`src/hw/rtl/assert_macros.svh`:
```
// Assertion helpers shared by the transcoder modules.
`ifndef ASSERT_MACROS_SVH
`define ASSERT_MACROS_SVH

// Property must hold at every clock edge outside reset.
`define ASSERT_AT(lbl, clk, rst_n, prop, msg) \
	lbl: assert property (@(posedge clk) disable iff (!rst_n) (prop)) else $error(msg);

// Condition must never be seen at a clock edge outside reset.
`define ASSERT_NEVER(lbl, clk, rst_n, cond, msg) \
	lbl: assert property (@(posedge clk) disable iff (!rst_n) !(cond)) else $error(msg);

`endif

```
`src/hw/rtl/u8u16_pkg.sv`:
```
package u8u16_pkg;

	// UTF-16 surrogate bases and supplementary plane offset
	localparam logic [15:0] SUR_HI_BASE = 16'hD800;
	localparam logic [15:0] SUR_LO_BASE = 16'hDC00;
	localparam logic [20:0] SUPP_BASE   = 21'h10000;

	// Results produced by one byte, handed from decoder to output buffer
	typedef struct packed {
		logic [1:0]  n;      // number of units: 0, 1 or 2
		logic [15:0] unit0;
		logic        last0;
		logic [15:0] unit1;
		logic        last1;
	} u8u16_res_t;

endpackage

```
`src/hw/rtl/u8u16_decode.sv`:
```
`include "assert_macros.svh"

module u8u16_decode import u8u16_pkg::*; (
	input  logic       clk,
	input  logic       arst_n,
	input  logic       s_tvalid,
	output logic       s_tready,
	input  logic [7:0] s_tdata,   // [7:0] in_byte
	input  logic       s_tlast,
	input  logic [1:0] space,     // free result slots this cycle
	output logic       push,
	output u8u16_res_t res
);

	logic        valid_s1;
	logic [7:0]  byte_s1;
	logic        last_s1;
	logic [1:0]  pend_q;
	logic [20:0] acc_q;

	logic [20:0] start_acc;
	logic [1:0]  start_pend;
	logic        pass;
	logic        hold;
	logic [20:0] cp;
	logic [20:0] v;
	logic [1:0]  pend_nx;
	logic [20:0] acc_nx;

	// Item leaves the input register once its results fit downstream
	assign push     = valid_s1 && (res.n <= space);
	assign s_tready = !valid_s1 || push;

	// Input register: valid bit
	always_ff @(posedge clk or negedge arst_n) begin
		if (!arst_n) begin
			valid_s1 <= 1'b0;
		end else if (s_tready) begin
			valid_s1 <= s_tvalid;
		end
	end

	// Input register: payload
	always_ff @(posedge clk) begin
		if (s_tready && s_tvalid) begin
			byte_s1 <= s_tdata;
			last_s1 <= s_tlast;
		end
	end

	// Sequence state
	always_ff @(posedge clk or negedge arst_n) begin
		if (!arst_n) begin
			pend_q <= 2'd0;
			acc_q  <= '0;
		end else if (push) begin
			pend_q <= pend_nx;
			acc_q  <= acc_nx;
		end
	end

	// Byte classification, accumulation and unit formation
	always_comb begin
		start_acc  = '0;
		start_pend = 2'd0;
		pass       = 1'b0;
		if (pend_q != 2'd0) begin
			start_acc  = {acc_q[14:0], byte_s1[5:0]};
			start_pend = pend_q - 2'd1;
		end else if (byte_s1[7:5] == 3'b110) begin
			start_acc  = {16'd0, byte_s1[4:0]};
			start_pend = 2'd1;
		end else if (byte_s1[7:4] == 4'b1110) begin
			start_acc  = {17'd0, byte_s1[3:0]};
			start_pend = 2'd2;
		end else if (byte_s1[7:3] == 5'b11110) begin
			start_acc  = {18'd0, byte_s1[2:0]};
			start_pend = 2'd3;
		end else begin
			pass = 1'b1;
		end

		hold = !pass && (start_pend != 2'd0) && !last_s1;

		// a cut-short sequence gets zero bits for missing continuations
		case (start_pend)
			2'd0:    cp = start_acc;
			2'd1:    cp = {start_acc[14:0], 6'd0};
			2'd2:    cp = {start_acc[8:0], 12'd0};
			default: cp = {start_acc[2:0], 18'd0};
		endcase
		if (pass) begin
			cp = {13'd0, byte_s1};
		end

		if (hold) begin
			pend_nx = start_pend;
			acc_nx  = start_acc;
		end else begin
			pend_nx = 2'd0;
			acc_nx  = '0;
		end

		v = cp - SUPP_BASE;
		res.unit1 = SUR_LO_BASE | {6'd0, v[9:0]};
		res.last1 = last_s1;
		if (hold) begin
			res.n     = 2'd0;
			res.unit0 = cp[15:0];
			res.last0 = 1'b0;
		end else if (cp[20:16] != 5'd0) begin
			res.n     = 2'd2;
			res.unit0 = SUR_HI_BASE | {6'd0, v[19:10]};
			res.last0 = 1'b0;
		end else begin
			res.n     = 2'd1;
			res.unit0 = cp[15:0];
			res.last0 = last_s1;
		end
	end

	`ASSERT_AT(a_idle_acc_clear, clk, arst_n, (pend_q == 2'd0) |-> (acc_q == 21'd0),
		"accumulator not clear while no sequence is open")
	`ASSERT_AT(a_acc_narrow, clk, arst_n, (pend_q != 2'd0) |-> (acc_q[20:15] == 6'd0),
		"open sequence holds more bits than possible")
	`ASSERT_AT(a_pair_last, clk, arst_n, (res.n == 2'd2) |-> !res.last0,
		"high surrogate marked as last unit")

endmodule

```
`src/hw/rtl/u8u16_outbuf.sv`:
```
`include "assert_macros.svh"

module u8u16_outbuf import u8u16_pkg::*; (
	input  logic        clk,
	input  logic        arst_n,
	input  logic        push,
	input  u8u16_res_t  res,
	output logic [1:0]  space,
	output logic        m_tvalid,
	input  logic        m_tready,
	output logic [15:0] m_tdata,  // [15:0] unit
	output logic        m_tlast
);

	logic [1:0]  cnt_q;
	logic [15:0] u0_q;
	logic [15:0] u1_q;
	logic        l0_q;
	logic        l1_q;

	logic        pop;
	logic [1:0]  base;
	logic [1:0]  n_in;
	logic [15:0] u0_nx;
	logic [15:0] u1_nx;
	logic        l0_nx;
	logic        l1_nx;

	assign m_tvalid = cnt_q != 2'd0;
	assign m_tdata  = u0_q;
	assign m_tlast  = l0_q;
	assign pop      = m_tvalid && m_tready;
	assign base     = cnt_q - {1'b0, pop};
	assign space    = 2'd2 - base;
	assign n_in     = push ? res.n : 2'd0;

	// Two-slot queue: shift out the head, append new units behind what remains
	always_comb begin
		case (base)
			2'd0: begin
				u0_nx = res.unit0;
				l0_nx = res.last0;
				u1_nx = res.unit1;
				l1_nx = res.last1;
			end
			2'd1: begin
				u0_nx = pop ? u1_q : u0_q;
				l0_nx = pop ? l1_q : l0_q;
				u1_nx = res.unit0;
				l1_nx = res.last0;
			end
			default: begin
				u0_nx = u0_q;
				l0_nx = l0_q;
				u1_nx = u1_q;
				l1_nx = l1_q;
			end
		endcase
	end

	// Fill count
	always_ff @(posedge clk or negedge arst_n) begin
		if (!arst_n) begin
			cnt_q <= 2'd0;
		end else begin
			cnt_q <= base + n_in;
		end
	end

	// Slot payload
	always_ff @(posedge clk) begin
		u0_q <= u0_nx;
		l0_q <= l0_nx;
		u1_q <= u1_nx;
		l1_q <= l1_nx;
	end

	`ASSERT_NEVER(a_no_overflow, clk, arst_n, push && (res.n > space),
		"result pushed without room")
	`ASSERT_NEVER(a_cnt_range, clk, arst_n, cnt_q == 2'd3, "fill count out of range")
	`ASSERT_AT(a_full_hold, clk, arst_n,
		(cnt_q == 2'd2 && !m_tready) |=> (cnt_q == 2'd2 && $stable(u0_q)),
		"full buffer changed while stalled")

endmodule

```
`src/hw/rtl/utf8_to_utf16_transcoder.sv`:
```
// UTF-8 to UTF-16 stream transcoder. Takes one UTF-8 byte per item on the
// s_ side and emits UTF-16 code units on the m_ side; tlast on the final byte
// of a string is carried to the final unit, and a sequence cut short by tlast
// is completed with zero bits. Bytes are accepted at one per cycle while the
// input is not stalled, passing through an input register, then a two-slot
// result buffer. A 4-byte sequence that ends in a surrogate pair delivers
// two units one after the other through the single output port; the input
// stalls while the units of the held byte do not fit in the result slots
// left free after this cycle's output.

module utf8_to_utf16_transcoder import u8u16_pkg::*; (
	input  logic        clk,
	input  logic        arst_n,
	input  logic        s_tvalid,
	output logic        s_tready,
	input  logic [7:0]  s_tdata,   // [7:0] in_byte
	input  logic        s_tlast,   // in_last
	output logic        m_tvalid,
	input  logic        m_tready,
	output logic [15:0] m_tdata,   // [15:0] unit
	output logic        m_tlast    // out_last
);

	u8u16_res_t res;
	logic       push;
	logic [1:0] space;

	u8u16_decode u_decode (
		.clk      (clk),
		.arst_n   (arst_n),
		.s_tvalid (s_tvalid),
		.s_tready (s_tready),
		.s_tdata  (s_tdata),
		.s_tlast  (s_tlast),
		.space    (space),
		.push     (push),
		.res      (res)
	);

	u8u16_outbuf u_outbuf (
		.clk      (clk),
		.arst_n   (arst_n),
		.push     (push),
		.res      (res),
		.space    (space),
		.m_tvalid (m_tvalid),
		.m_tready (m_tready),
		.m_tdata  (m_tdata),
		.m_tlast  (m_tlast)
	);

endmodule
```
`config.mk`:
```
export PLATFORM = sky130hd
export DESIGN_NAME = utf8_to_utf16_transcoder
export DESIGN_NICKNAME = d
export VERILOG_FILES = /design/src/hw/rtl/u8u16_pkg.sv /design/src/hw/rtl/u8u16_decode.sv /design/src/hw/rtl/u8u16_outbuf.sv /design/src/hw/rtl/utf8_to_utf16_transcoder.sv
export VERILOG_INCLUDE_DIRS = /design/src /design/src/hw/rtl
export SDC_FILE = /design/constraint.sdc
export NUM_CORES = 1
export LEC_CHECK = 0
export BUFFER_PORTS_ARGS = -buffer_cell sky130_fd_sc_hd__buf_2
export CAP_MARGIN = 20
export CELL_PAD_IN_SITES_DETAIL_PLACEMENT = 1
export CELL_PAD_IN_SITES_GLOBAL_PLACEMENT = 1
export CORE_MARGIN = 3
export CORE_UTILIZATION = 43
export DETAILED_ROUTE_END_ITERATION = 10
export HOLD_SLACK_MARGIN = 0.12
export PLACE_DENSITY = 0.82
export REMOVE_ABC_BUFFERS = 1
export SYNTH_ARGS = -nofsm -noshare
export SYNTH_HDL_FRONTEND = slang
export SYNTH_SLANG_ARGS = --single-unit
```
`constraint.sdc`:
```
create_clock -name clk -period 4 [get_ports clk]
set_input_delay 0.6 -clock clk [delete_from_list [all_inputs] [get_ports clk]]
set_output_delay 0.6 -clock clk [all_outputs]
set_load 0.005 [all_outputs]
```
* Yosys cells after proc, flatten, opt, wreduce, memory -nomap -nowiden
Index checks and enable logic that the tools add are counted.
** Cells by class
- Add/subtract/negate cells :: 5
- $lt $le $gt $ge :: 1
- Equal/unequal tests :: 7
- Multiplexer cells :: 25
- Reduce and logical (&&, ||, !) cells :: 17
** Operators by type and width (count)
- $mux W21 :: 4
- $pmux W16 S2 :: 2
- $pmux W21 S3 :: 1
- $mux W19 :: 2
- $sub A20 B17 Y20 const B :: 1
- $mux W16 :: 1
- $mux W15 :: 1
- $mux W2 :: 6
- $reduce_bool A2 Y1 :: 4
- $eq A5 B5 Y1 const B :: 1
- $logic_and A1 B1 Y1 :: 5
- $mux W1 :: 5
- $reduce_bool A5 Y1 :: 1
- $eq A2 B1 Y1 const B :: 2
- $eq A4 B4 Y1 const B :: 1
- $logic_not A2 Y1 :: 2
- $pmux W1 S2 :: 2
- $eq A3 B3 Y1 const B :: 1
- $logic_not A1 Y1 :: 3
- $mux W3 :: 1
- $add A2 B2 Y2 :: 1
- $eq A2 B2 Y1 const B :: 1
- $le A2 B2 Y1 :: 1
- $ne A2 B1 Y1 const B :: 1
- other kinds (5) :: 5
** Storage, ports and cells
- Register bits after elaboration :: 63
- Input bits :: 13
- Output and inout bits :: 19
- Logic and storage cells :: 65

* Depth between registers and ports, before layout
- Depth after elaboration :: 15
- Gate-level depth with buffers :: 17
- Mapped depth without buffers :: 14

* By module
From an unflattened synthesis, not the netlist that was laid out.
** Unflattened totals
- Cells, all modules :: 311
- Area, all modules :: 3612.2 µm²
** By module, submodules not included
- u8u16_decode :: times used 1, cells an instance 215, area an instance 1891.8 µm², seq. area each 720.7 µm²
- u8u16_outbuf :: times used 1, cells an instance 96, area an instance 1720.4 µm², seq. area each 1071.0 µm²

* Worst setup path before layout
Ideal clock, no wire load.
- Path type :: reg-to-reg
- Start :: register u_decode.pend_q[1]
- End :: register u_outbuf.cnt_q[1]
- Library setup time :: 123 ps
- Arrival :: 3649 ps
- Path slack :: 228 ps
- Cell stages (with the launch flop) :: 18
- Buffers on the path :: 3
- Clock period less this slack :: 3772 ps
- Path through :: dfrtp_1 buf_6 buf_2 mux2_2 a22oi_1 ha_1 o31ai_2 o31ai_4 inv_4 ha_1 nor2b_1 o21ai_0 nand2_1 clkbuf_1 nor2_1 ha_1 xor2_1 xnor2_1
** Between the ends
- Longest elaborated chain between the ends :: 12
- Elaborated cells on any way between the ends :: 21
- Classes of those cells :: add/sub: 2; order compare: 1; eq/ne: 2; mux: 8; reduce/logical: 8
** Ends and longest elaborated chain
- start: declaration :: line u8u16_decode.sv:18 : logic [1:0] pend_q;
- start signal: assignment :: line u8u16_decode.sv:57 : pend_q <= pend_nx;
- $sub A2 B1 Y2 or $reduce_bool A2 Y1 (tied branches) :: line u8u16_decode.sv:69, u8u16_decode.sv:67
- $mux W2 :: line u8u16_decode.sv:67 : if (pend_q != 2'd0) begin
- $eq A2 B2 Y1 (tied with other cells) :: line u8u16_decode.sv:86 : case (start_pend)
- $pmux W21 S3 :: line u8u16_decode.sv:86
- $mux W21 :: line u8u16_decode.sv:92 : if (pass) begin
- $reduce_bool A5 Y1 :: line u8u16_decode.sv:111 : end else if (cp[20:16] != 5'd0) begin
- $mux W19 :: line u8u16_decode.sv:111
- $mux W19 (*) :: line u8u16_decode.sv:107 : if (hold) begin
- $le A2 B2 Y1 :: line u8u16_decode.sv:31 : assign push = valid_s1 && (res.n <= space);
- $logic_and A1 B1 Y1 :: line u8u16_decode.sv:31
- $mux W2 (*) :: line u8u16_outbuf.sv:35 : assign n_in = push ? res.n : 2'd0;
- $add A2 B2 Y2 (*) :: line u8u16_outbuf.sv:66 : cnt_q <= base + n_in;
- end signal: assignment :: line u8u16_outbuf.sv:66
- end: declaration :: line u8u16_outbuf.sv:15 : logic [1:0] cnt_q;
Mark *: on every way between the ends. The rest lies on a longest branch, timed or not.
A chain may end at the register's enable or synchronous reset.

* Final worst setup path
- Start :: register u_decode.pend_q[1]
- End :: output s_tready
** Between the ends
- Longest elaborated chain between the ends :: 11
- Elaborated cells on any way between the ends :: 20
- Classes of those cells :: add/sub: 1; order compare: 1; eq/ne: 2; mux: 7; reduce/logical: 9
** Ends and longest elaborated chain
- $sub A2 B1 Y2 or $reduce_bool A2 Y1 (tied branches) :: line u8u16_decode.sv:69, u8u16_decode.sv:67
- $mux W2 :: line u8u16_decode.sv:67
- $eq A2 B2 Y1 (tied with other cells) :: line u8u16_decode.sv:86
- $pmux W21 S3 :: line u8u16_decode.sv:86
- $mux W21 :: line u8u16_decode.sv:92
- $reduce_bool A5 Y1 :: line u8u16_decode.sv:111
- $mux W19 :: line u8u16_decode.sv:111
- $mux W19 (*) :: line u8u16_decode.sv:107
- $le A2 B2 Y1 (*) :: line u8u16_decode.sv:31
- $logic_and A1 B1 Y1 (*) :: line u8u16_decode.sv:31
- $logic_or A1 B1 Y1 (*) :: line u8u16_decode.sv:32 : assign s_tready = !valid_s1 || push;
- end: declaration :: line utf8_to_utf16_transcoder.sv:15 : output logic s_tready,
Marked as above.

==> run summary <==
Site Rows - 31
Async S/R FF share, synth - 31.7%
RSZ-0062 raised after global routing - no
Syn Inst Count - 306
Htree depth - 3
TritonCTS clock tree - built
Starting density of the core - 45.5%
CTS max path bufs - 2
DR vias/cell - 5.73
Vias in the first global route - 2,701
Total GRT Usage - 20.7%
Clock Root Buffer - clkbuf_8
I/O Buffers - 31
CP Class - flop to primary output
CP dominant cell by count - ha_1
Cts bufs inserted - 9
R2r setup slk - 500 ps
CP peak stage delay - 370 ps
Post-Place Worst Slack - 427 ps
Most frequent cells in the layout - 56 x nand2_1, 43 x edfxtp_1, 31 x buf_2
Kind of cell adding the most delay to the critical path - compound AO/OA/AOI/OAI gates
Top FF cell, synth - edfxtp_1
Post-route setup slack - 223 ps
WP data arrival - 3180 ps
Largest net degree at the start of global routing - 36
Synth warnings - 0
Global-route wire length before repair - 14,000 microns
Via count - 2,543
RR Startpoint - u_decode.pend_q[1]$_DFFE_PN0N_
Max-slew violations - 0
Post-DP HPWL - 6270 microns
Layout area overhead - 13.2%
Core ar. - 7410 sq um
Die W - 94.5 microns
Hold Slack - 184 ps
Wire length per cell - 18.8 microns
Netlist cell types - 62
Post-synth EDFFs - 43
Share of the synthesized area in the top cell type - 38.3%
Placed instance area - 3630 sq um
Post-CTS Repair Setup Buffers - 0
Hold-fix buffers, CTS - 0
CP required - 3400 ps
Leading cell type in the layout, fill and taps excluded - nand2_1
Fmax - 0.265 GHz
Setup violations, final - 0
Full die area - 8940 sq um
Cell taking the most area after synthesis - edfxtp_1
Ports - 32
Antenna violations before repair - 0
Critical Path Slowest Stage Cell - dfrtp_1
Initial DRC count - 91
Final routed DRC violation total - 0
Fin Clk Skew - 13.1 ps
Tcrit/Tclk final - 94.4%
CP Cell Sequence - buf_4 > mux2_2 > a22oi_1 > ha_1 > o31ai_2 > o31ai_4 > inv_4 > ha_1 > nor2b_1 > o21ai_1 > inv_1 > nand2_1 > buf_2
DRT antenna net count - 0
Synthesized cell area - 3370 sq um
Status - completed
GRT overflow - 0
Final Hold Vio Count - 0
Mapped Avg Cell Area - 11.0 sq um
Critical path capture point type - primary output
Clock Sinks - 63
Design area - 3820 sq um
# diodes - 0
Final Net Count - 360
Post-layout util - 51.5%
CP startpoint kind - flop
Period minus WS final - 3780 ps
Reg clk slew, reported paths - 80 ps
Hold crit path type - input pin to asynchronous set/reset pin
Crit Path Max Fanout - 13
MaxCap Viol Count - 0
Crit path depth - 13
Crit path buffers/inverters - 4
Seq cells post-synth - 63
Worst r2r dst - u_outbuf.cnt_q[1]$_DFF_PN0_
DIE HEIGHT - 94.5 microns
Worst R2R Path Depth - 15
Sequential element share of the synthesized area - 53.2%
Worst-Skew Late Latency - 360 ps
Slew HR - 52.6%
Slew @ Worst Pin - 711 ps
Area contributors post-synth - edfxtp_1 38%, dfrtp_1 15%, nand2_1 6.2%
Final GP Congestion - 0.905
Total wire length - 8370 microns
Pre-antenna DRT Iters - 4
Share of cells above drive strength 1 - 22.3%
-- layout make-up --
cell class,count,area (sq um)
Clock buffer,10,128
Clock inverter,6,61.3
Fill cell,834,3590
Inverter,9,36.3
Multi-Input combinational cell,216,1450
Sequential cell,63,1790
Tap cell,99,124
Timing Repair Buffer,41,230
-- Yosys cell counts (all sizes together) (8+ instances only) --
library cell / count
inv: 8
o31ai: 8
edfxtp: 43
clkbuf: 10
mux2: 8
nor2: 17
buf: 8
nand2: 57
nand3: 9
mux2i: 9
o21ai: 19
dfrtp: 20
-- repair_timing --
item	CTS	global route
endpoints found under the hold margin	0	0
setup endpoints to repair	0	1
resized for setup	0	1
-- through the flow --
step / setup TNS (ps) / std cells
5_1_grt: 0 / 444
3_3_place_gp: 0 / 428
6_report: 0 / 444
2_1_floorplan: -153 / 288
4_1_cts: 0 / 444
3_5_place_dp: 0 / 428
-- flip-flops by register name, summed over array words and instances (netlist names) --
name / flops
u_outbuf.cnt_q: 2
u_decode.byte_s1: 8
u_decode.last_s1: 1
u_outbuf.m_tdata: 16
u_outbuf.m_tlast: 1
u_decode.valid_s1: 1
u_outbuf.l1_q: 1
u_decode.acc_q: 15
u_outbuf.u1_q: 16
u_decode.pend_q: 2
-- how the worst max path moves through the flow --
stage	startpoint	to	slack, ps
after floorplan	u_decode.pend_q[1]$_DFFE_PN0N_	u_outbuf.cnt_q[1]$_DFF_PN0_	-150
after global placement	u_decode.pend_q[1]$_DFFE_PN0N_	u_decode.byte_s1[0]$_DFFE_PP_	590
after detailed placement	u_decode.pend_q[1]$_DFFE_PN0N_	u_outbuf.cnt_q[1]$_DFF_PN0_	430
after CTS	u_decode.pend_q[1]$_DFFE_PN0N_	s_tready	130
after global routing	u_decode.pend_q[1]$_DFFE_PN0N_	s_tready	30
final	u_decode.pend_q[1]$_DFFE_PN0N_	s_tready	220
-- metal layers --
metal	global-route usage, %	vias to the layer above	part of all wire (%)
met4	9.62	0	2.3
met2	34.9	66	50
met5	0	-	0
met3	4.38	24	4.2
met1	25.2	1250	43
li1	-	1203	-
-- cell families (layout without fill, tap and decap cells) --
family,count (synthesis),after routing,synth area share (%)
AO/OA/AOI/OAI,74,74,17.7
XOR/XNOR,5,5,1.30
adder cells (fa/ha/maj),7,7,2.60
buffers and inverters,27,66,3.97
flip-flops,63,63,53.2
multiplexers,17,17,5.68
AND/OR/NAND/NOR,113,113,15.6
Power is left out: the tool's default activity adds up to more than one toggle a clock period on the data nets, which glitch-free logic cannot reach.
